### src/sv/polyline_point_decoder_top_defines.svh
// Assertion macros for the polyline point decoder RTL.
// Depends on nothing; included by files that carry assertions.
`ifndef POLYLINE_POINT_DECODER_TOP_DEFINES_SVH
`define POLYLINE_POINT_DECODER_TOP_DEFINES_SVH
`ifndef SYNTHESIS
`define PPD_ASSERT(lbl, clk_s, rstn_s, prop) \
	lbl: assert property (@(posedge clk_s) disable iff (!rstn_s) prop) \
		else $error("ppd assertion failed");
`define PPD_NEVER(lbl, clk_s, rstn_s, cond) \
	lbl: assert property (@(posedge clk_s) disable iff (!rstn_s) !(cond)) \
		else $error("ppd forbidden condition seen");
`else
`define PPD_ASSERT(lbl, clk_s, rstn_s, prop)
`define PPD_NEVER(lbl, clk_s, rstn_s, cond)
`endif
`endif

### src/sv/ppd_pkg.sv
// Types and constants for the polyline point decoder.
// No dependencies; used by every module of the block.
package ppd_pkg;

	localparam logic [7:0] CHAR_OFFSET = 8'd63;
	localparam logic [7:0] DATA_MASK   = 8'h1f;
	localparam logic [7:0] CONT_LIMIT  = 8'h20;

	localparam int MID_DEPTH = 4;
	localparam int MID_PTR_W = $clog2(MID_DEPTH);
	localparam int MID_CNT_W = $clog2(MID_DEPTH + 1);

	localparam int OUT_DEPTH = 2;
	localparam int OUT_PTR_W = $clog2(OUT_DEPTH);
	localparam int OUT_CNT_W = $clog2(OUT_DEPTH + 1);

	localparam logic [2:0]  CHUNK_MAX = 3'd7;
	localparam logic [15:0] INDEX_MAX = 16'hffff;

	// Classified character as it travels from front to back
	typedef struct packed {
		logic [4:0] data;
		logic       more;
		logic       last;
	} mid_item_t;

	typedef struct packed {
		logic signed [31:0] lat_e5;
		logic signed [31:0] lng_e5;
		logic [15:0]        point_index;
		logic               final_point;
	} result_t;

endpackage

### src/sv/ppd_front.sv
// Front end: takes characters, splits off data bits and continuation flag,
// and holds them in a short queue for the back end. Depends on ppd_pkg.
module ppd_front (
	input  logic                 clk,
	input  logic                 arst_n,
	input  logic                 push,
	input  logic [7:0]           char_byte,
	input  logic                 last_char,
	output logic                 full,
	input  logic                 rd_en,
	output logic                 rd_valid,
	output ppd_pkg::mid_item_t   rd_item
);

	ppd_pkg::mid_item_t mem_q [ppd_pkg::MID_DEPTH];
	logic [ppd_pkg::MID_PTR_W-1:0] wr_ptr_q;
	logic [ppd_pkg::MID_PTR_W-1:0] rd_ptr_q;
	logic [ppd_pkg::MID_CNT_W-1:0] cnt_q;
	logic [7:0]                    b;
	ppd_pkg::mid_item_t            item;
	logic                          wr;
	logic                          rd;

	// Offset byte, wrapping modulo 256; continues while it reads as 0x20..0x7f
	always_comb begin
		b         = char_byte - ppd_pkg::CHAR_OFFSET;
		item.data = 5'(b & ppd_pkg::DATA_MASK);
		item.more = !b[7] && (b >= ppd_pkg::CONT_LIMIT);
		item.last = last_char;
	end

	assign full     = (cnt_q == ppd_pkg::MID_CNT_W'(ppd_pkg::MID_DEPTH));
	assign rd_valid = (cnt_q != '0);
	assign wr       = push && !full;
	assign rd       = rd_en && rd_valid;
	assign rd_item  = mem_q[rd_ptr_q];

	always_ff @(posedge clk) begin
		if (wr) begin
			mem_q[wr_ptr_q] <= item;
		end
	end

	always_ff @(posedge clk or negedge arst_n) begin
		if (!arst_n) begin
			wr_ptr_q <= '0;
			rd_ptr_q <= '0;
			cnt_q    <= '0;
		end else begin
			if (wr) begin
				wr_ptr_q <= wr_ptr_q + 1'b1;
			end
			if (rd) begin
				rd_ptr_q <= rd_ptr_q + 1'b1;
			end
			case ({wr, rd})
				2'b10:   cnt_q <= cnt_q + 1'b1;
				2'b01:   cnt_q <= cnt_q - 1'b1;
				default: cnt_q <= cnt_q;
			endcase
		end
	end

endmodule

### src/sv/ppd_back.sv
// Back end: assembles values, zigzag decodes them and keeps the running
// coordinates and point count. Depends on ppd_pkg and the defines header.
`include "polyline_point_decoder_top_defines.svh"
module ppd_back #(
	parameter int VALUE_BITS = 32
) (
	input  logic               clk,
	input  logic               arst_n,
	input  logic               in_valid,
	input  ppd_pkg::mid_item_t in_item,
	output logic               in_pop,
	input  logic               out_room,
	output logic               out_push,
	output ppd_pkg::result_t   out_data
);

	localparam int WIDE_W = VALUE_BITS + 35;
	localparam int DZ_W   = (VALUE_BITS > 32) ? VALUE_BITS : 32;

	logic [VALUE_BITS-1:0] acc_q;
	logic [2:0]            chunk_q;
	logic                  doing_lng_q;
	logic [31:0]           lat_q;
	logic [31:0]           lng_q;
	logic [15:0]           idx_q;

	logic                  proc;
	logic [5:0]            shamt;
	logic [WIDE_W-1:0]     wide;
	logic [VALUE_BITS-1:0] acc_new;
	logic [DZ_W-1:0]       half;
	logic [DZ_W-1:0]       zz;
	logic [31:0]           delta;
	logic                  finished;
	logic                  emit;
	logic [31:0]           lat_new;
	logic [31:0]           lng_new;

	assign proc   = in_valid && out_room;
	assign in_pop = proc;

	always_comb begin
		shamt    = 6'(chunk_q) * 6'd5;
		wide     = WIDE_W'(in_item.data) << shamt;
		acc_new  = acc_q | wide[VALUE_BITS-1:0];
		half     = DZ_W'(acc_new) >> 1;
		zz       = acc_new[0] ? ~half : half;
		delta    = zz[31:0];
		finished = !in_item.more || in_item.last;
		lat_new  = lat_q;
		lng_new  = lng_q;
		emit     = 1'b0;
		if (finished) begin
			if (doing_lng_q) begin
				lng_new = lng_q + delta;
				emit    = 1'b1;
			end else begin
				lat_new = lat_q + delta;
				emit    = in_item.last;
			end
		end
	end

	assign out_push             = proc && emit;
	assign out_data.lat_e5      = lat_new;
	assign out_data.lng_e5      = lng_new;
	assign out_data.point_index = idx_q;
	assign out_data.final_point = in_item.last;

	always_ff @(posedge clk or negedge arst_n) begin
		if (!arst_n) begin
			acc_q       <= '0;
			chunk_q     <= '0;
			doing_lng_q <= 1'b0;
			lat_q       <= '0;
			lng_q       <= '0;
			idx_q       <= '0;
		end else if (proc) begin
			if (in_item.last) begin
				// end of string: drop all state
				acc_q       <= '0;
				chunk_q     <= '0;
				doing_lng_q <= 1'b0;
				lat_q       <= '0;
				lng_q       <= '0;
				idx_q       <= '0;
			end else begin
				lat_q <= lat_new;
				lng_q <= lng_new;
				if (finished) begin
					acc_q       <= '0;
					chunk_q     <= '0;
					doing_lng_q <= !doing_lng_q;
				end else begin
					acc_q <= acc_new;
					if (chunk_q != ppd_pkg::CHUNK_MAX) begin
						chunk_q <= chunk_q + 1'b1;
					end
				end
				if (emit && idx_q != ppd_pkg::INDEX_MAX) begin
					idx_q <= idx_q + 1'b1;
				end
			end
		end
	end

	`PPD_ASSERT(a_last_clears, clk, arst_n, (proc && in_item.last) |=> (acc_q == '0 && chunk_q == '0 && !doing_lng_q && idx_q == '0 && lat_q == '0 && lng_q == '0))
	`PPD_NEVER(a_push_no_room, clk, arst_n, out_push && !out_room)
	`PPD_ASSERT(a_idx_hold, clk, arst_n, (!proc || (!emit && !in_item.last)) |=> $stable(idx_q))

endmodule

### src/sv/ppd_outq.sv
// Result queue: two entries so the back end keeps going while a result waits.
// Depends on ppd_pkg.
module ppd_outq (
	input  logic             clk,
	input  logic             arst_n,
	input  logic             wr_en,
	input  ppd_pkg::result_t wr_data,
	output logic             room,
	input  logic             pop,
	output logic             empty,
	output ppd_pkg::result_t rd_data
);

	ppd_pkg::result_t mem_q [ppd_pkg::OUT_DEPTH];
	logic [ppd_pkg::OUT_PTR_W-1:0] wr_ptr_q;
	logic [ppd_pkg::OUT_PTR_W-1:0] rd_ptr_q;
	logic [ppd_pkg::OUT_CNT_W-1:0] cnt_q;
	logic                          rd;
	logic                          wr;

	assign empty   = (cnt_q == '0);
	assign rd      = pop && !empty;
	// a transfer out this cycle frees a slot
	assign room    = (cnt_q != ppd_pkg::OUT_CNT_W'(ppd_pkg::OUT_DEPTH)) || rd;
	assign wr      = wr_en && room;
	assign rd_data = mem_q[rd_ptr_q];

	always_ff @(posedge clk) begin
		if (wr) begin
			mem_q[wr_ptr_q] <= wr_data;
		end
	end

	always_ff @(posedge clk or negedge arst_n) begin
		if (!arst_n) begin
			wr_ptr_q <= '0;
			rd_ptr_q <= '0;
			cnt_q    <= '0;
		end else begin
			if (wr) begin
				wr_ptr_q <= wr_ptr_q + 1'b1;
			end
			if (rd) begin
				rd_ptr_q <= rd_ptr_q + 1'b1;
			end
			case ({wr, rd})
				2'b10:   cnt_q <= cnt_q + 1'b1;
				2'b01:   cnt_q <= cnt_q - 1'b1;
				default: cnt_q <= cnt_q;
			endcase
		end
	end

endmodule

### src/sv/polyline_point_decoder_top.sv
// Encoded polyline decoder, top level.
// Depends on ppd_pkg, ppd_front, ppd_back and ppd_outq.
//
// Input channel: char_byte and last_char, one character of the encoded
// string per transfer, taken when push is high and full is low.
// Result channel: lat_e5, lng_e5, point_index and final_point show the oldest
// point while empty is low; pop high with empty low transfers it.
// Each character holds five data bits; a finished value is zigzag decoded
// and added to latitude, then longitude. A point leaves when its longitude
// is complete, and the last character always closes one final point.
// Throughput: one character per cycle while the receiver keeps taking results.
// The back end settles one character per cycle with a single 32-bit add after
// the value insert. A closing character is registered in the character queue,
// settled by the combinational back end when the result queue has room, and
// registered in the result queue, which then shows the point.
// Reset clears both queues and all decoder state; no clearing pass follows.
// When the receiver stalls, the two-entry result queue fills, the back end
// holds, then the character queue fills and full rises.
module polyline_point_decoder_top #(
	parameter int VALUE_BITS = 32
) (
	input  logic               clk,
	input  logic               arst_n,
	input  logic               push,
	output logic               full,
	input  logic [7:0]         char_byte,
	input  logic               last_char,
	output logic               empty,
	input  logic               pop,
	output logic signed [31:0] lat_e5,
	output logic signed [31:0] lng_e5,
	output logic [15:0]        point_index,
	output logic               final_point
);

	ppd_pkg::mid_item_t mid_item;
	logic               mid_valid;
	logic               mid_pop;
	logic               res_push;
	logic               res_room;
	ppd_pkg::result_t   res_in;
	ppd_pkg::result_t   res_out;

	ppd_front u_front (
		.clk       (clk),
		.arst_n    (arst_n),
		.push      (push),
		.char_byte (char_byte),
		.last_char (last_char),
		.full      (full),
		.rd_en     (mid_pop),
		.rd_valid  (mid_valid),
		.rd_item   (mid_item)
	);

	ppd_back #(
		.VALUE_BITS (VALUE_BITS)
	) u_back (
		.clk      (clk),
		.arst_n   (arst_n),
		.in_valid (mid_valid),
		.in_item  (mid_item),
		.in_pop   (mid_pop),
		.out_room (res_room),
		.out_push (res_push),
		.out_data (res_in)
	);

	ppd_outq u_outq (
		.clk     (clk),
		.arst_n  (arst_n),
		.wr_en   (res_push),
		.wr_data (res_in),
		.room    (res_room),
		.pop     (pop),
		.empty   (empty),
		.rd_data (res_out)
	);

	assign lat_e5      = res_out.lat_e5;
	assign lng_e5      = res_out.lng_e5;
	assign point_index = res_out.point_index;
	assign final_point = res_out.final_point;

endmodule
### config.mk
export PLATFORM = sky130hd
export DESIGN_NAME = polyline_point_decoder_top
export DESIGN_NICKNAME = d
export VERILOG_FILES = /design/src/sv/ppd_pkg.sv /design/src/sv/ppd_front.sv /design/src/sv/ppd_back.sv /design/src/sv/ppd_outq.sv /design/src/sv/polyline_point_decoder_top.sv
export VERILOG_INCLUDE_DIRS = /design/src /design/src/sv
export SDC_FILE = /design/constraint.sdc
export NUM_CORES = 1
export LEC_CHECK = 0
export ABC_AREA = 1
export BUFFER_PORTS_ARGS = -buffer_cell sky130_fd_sc_hd__buf_2
export CORE_MARGIN = 5
export CORE_UTILIZATION = 45
export CTS_CLUSTER_DIAMETER = 150
export DETAILED_ROUTE_END_ITERATION = 10
export GPL_TIMING_DRIVEN = 0
export HOLD_SLACK_MARGIN = 0.1
export PLACE_DENSITY = 0.67
export SYNTH_ARGS = -nofsm -noshare
export SYNTH_HDL_FRONTEND = slang
export SYNTH_SLANG_ARGS = --single-unit
### constraint.sdc
create_clock -name clk -period 6.8 [get_ports clk]
set_input_delay 0.34 -clock clk [delete_from_list [all_inputs] [get_ports clk]]
set_output_delay 0.34 -clock clk [all_outputs]
set_load 0.02 [all_outputs]
==> impl_metrics.json <==
{
  "seq_area_mm2": 0.008884,
  "wl_per_cell_um": 16.38,
  "synth.top_cell.area_share": 0.3091,
  "endpoint": "u_outq.mem_q[1][80]",
  "row_count": 74,
  "drt_pass1_iterations": 5,
  "diodes": 0,
  "r2r_end": "u_outq.mem_q[1][80]",
  "design.die.area_mm2": 0.04517,
  "cap_violations": 0,
  "synth_seq_cells": 317,
  "cts_tree": "done",
  "dpl.hpwl_mm": 38.57,
  "mappedNetlistNets": 2443,
  "max_freq_mhz": 223.2,
  "cts_root_buf": "clkbuf_16",
  "synth_cells": 2346,
  "netlist_area_mm2": 0.01846,
  "startpoint_type": "register",
  "setup_violations": 0,
  "status": "finished, final reports clean",
  "drt-initial-drc-count": 1060,
  "yosysTopAreaCell": "edfxtp_1",
  "cts_setup_buffers": 0,
  "num_vias": 15320,
  "grtUsageTotal": 0.2221,
  "drive_gt1_frac": 0.07876,
  "rsz0062_at_grt": "no",
  "wl_met1_mm": 22.37,
  "critPathArrivalTime_ps": 4740,
  "insertion_delay_ps": 570,
  "nFillCells": 3908,
  "grt_pass1_vias": 14550,
  "numCtsBuffers": 36,
  "timing.slew.headroom": 0.3928,
  "synthTopCellsByArea": "edfxtp_1, nand2_1, dfrtp_1, inv_1, ha_1",
  "yosys_warnings": 0,
  "coreArea_mm2": 0.04074,
  "fin_crit_sh": 0.6589,
  "dr.max_layer_used": "met4",
  "clk_pin_slew_worst_paths_ps": 60,
  "finalClockSkew_ps": 22.52,
  "rr_worst_depth": 21,
  "crit_type": "register to register",
  "hold_viol": 0,
  "io_pins": 96,
  "final_cell_mix": "nand2_1, inv_1, edfxtp_1",
  "min_period_ps": 4480,
  "htreeDepth": 2,
  "drc": 0,
  "final_common_cell": "nand2_1",
  "ant_nets": 0,
  "finalMaxSlewViolations": 0,
  "die_x_um": 212.5,
  "worstSetupEndpointType": "register",
  "numPortBuffers": 95,
  "area_growth_pct": 13.08,
  "hold_ws_ps": 143.4,
  "grt_antenna_before_repair": 0,
  "start_util": 0.4531,
  "grt_pass1_wl_mm": 78.52,
  "worst_pin_slew_ps": 910.9,
  "synth-seq-area-share": 0.4813,
  "required_ps": 7060,
  "multi_input_area_mm2": 0.008188,
  "cp-startpoint": "u_front.rd_ptr_q[0]",
  "routed_wl_mm": 49.90,
  "vias_per_cell": 5.030,
  "reg2reg_setup_slack_ps": 2320,
  "hold_path.class": "input pin to register",
  "grt-ovfl-total": 0,
  "grt_max_degree": 66,
  "place.gp.congestion": 0.9796,
  "clkSinkCount": 317,
  "critical_path_peak_fanout": 10,
  "finalNetCount": 2583,
  "r2r-start": "u_front.rd_ptr_q[0]",
  "routed-wl-met2_mm": 23.37,
  "clk_path_buf_depth": 3,
  "route.met3.wl_mm": 2.500,
  "yosysUniqueCellTypes": 42,
  "postSynthAreaPerCell_um2": 7.868,
  "die_h_um": 212.5
}
## synthesized netlist by cell type
cell	n
a22o_1	2
nor2_2	1
nand4_2	1
fa_1	3
clkinv_1	1
o31ai_1	1
buf_1	3
a211oi_1	1
nand3_1	97
nand3b_1	14
nand4_1	8
nand2_1	889
xor2_2	1
buf_4	2
buf_2	14
ha_1	81
nor3_1	22
xnor2_1	32
nand3_2	1
inv_2	8
a21o_1	1
nor3_4	1
nor4_1	5
clkbuf_1	38
inv_1	286
a21boi_0	5
a21oi_2	1
o21ai_1	14
buf_6	5
a21oi_1	104
edfxtp_1	190
o22ai_1	10
o21ai_0	117
o21bai_1	12
nor2_1	188
nor3b_1	1
dfrtp_1	127
nor2_8	1
nand2_2	2
o21a_1	2
xor2_1	50
or2_2	4
## critical path: stages, from the launching register on
cell      delay, ps
dfrtp_1         460
inv_2           100
buf_2           190
nand2_1          70
nand3_1          60
nand2_1         160
nand4_2         250
nand2_2         260
buf_4           260
xor2_1          460
ha_1            380
nand2_1         140
inv_1            50
a21oi_1         130
nand2_1         130
nand2_1          90
nand2_1         130
nand2_1          90
nand2_1          50
nand2_1          60
nand2_1          60
a21boi_0        610
## timing repair
action / in CTS / in global routing
hold buffers: 2 / 0
gates resized for setup: 0 / 0
endpoints found under the hold margin: 66 / 0
## registers in the layout, summed over array words and instances (netlist names), 2 cells and up
name,count
u_front.cnt_q,3
u_back.lat_q,32
u_back.lng_q,32
u_back.chunk_q,3
u_outq.cnt_q,2
u_back.idx_q,16
u_front.mem_q,28
u_back.acc_q,32
u_outq.mem_q,162
u_front.rd_ptr_q,2
u_front.wr_ptr_q,2
## worst min path at each step
| stage | start | endpoint | slack (ps) | cells after the start |
|---|---|---|---|---|
| floorplan | arst_n | u_back.acc_q[0] | 40 | 0 |
| global placement | u_outq.cnt_q[1] | u_outq.cnt_q[1] | 480 | 1 |
| detailed placement | arst_n | u_back.lng_q[27] | 380 | 1 |
| CTS | char_byte[0] | u_front.mem_q[1][2] | 120 | 2 |
| global route | char_byte[0] | u_front.mem_q[1][2] | 140 | 2 |
| finish | char_byte[0] | u_front.mem_q[0][2] | 140 | 2 |
## area by class of cell
class,instances,area share
inverters,295,0.05305
clock buffers,48,0.04730
clock inverters,18,0.006534
multi-input cells,1672,0.3923
plain buffers,62,0.01415
well taps,532,0.03189
flip-flops and latches,317,0.4256
repair buffers,102,0.02919
## metrics by stage
stage	utilization	TNS (ps)	setup WS (ps)	area, um^2	std cells
2_1_floorplan	-	0	1665	18460	2346
3_3_place_gp	0.4811	-157860	-1022	19600	2973
3_5_place_dp	0.4843	0	2334	19730	2978
4_1_cts	0.5123	0	2321	20870	3046
5_1_grt	0.5123	0	1872	20870	3046
6_report	0.5123	0	2320	20870	3046
## kinds of logic after synthesis
logic type,after synthesis,share of synthesized area
buf+inv,357,0.07598
fa+ha+maj,84,0.05816
flops,317,0.4813
compound gates,270,0.07748
simple gates,1235,0.2673
xor+xnor,83,0.03979
## per-layer routing
metal | global-route usage | vias to the layer above
li1 | - | 7787
met2 | 0.3657 | 346
met5 | 0 | -
met3 | 0.03512 | 96
met4 | 0.07482 | 0
met1 | 0.3020 | 7091
Power is not shown: default switching activity piles up to over one toggle a cycle in this logic, so the estimate is an artifact.
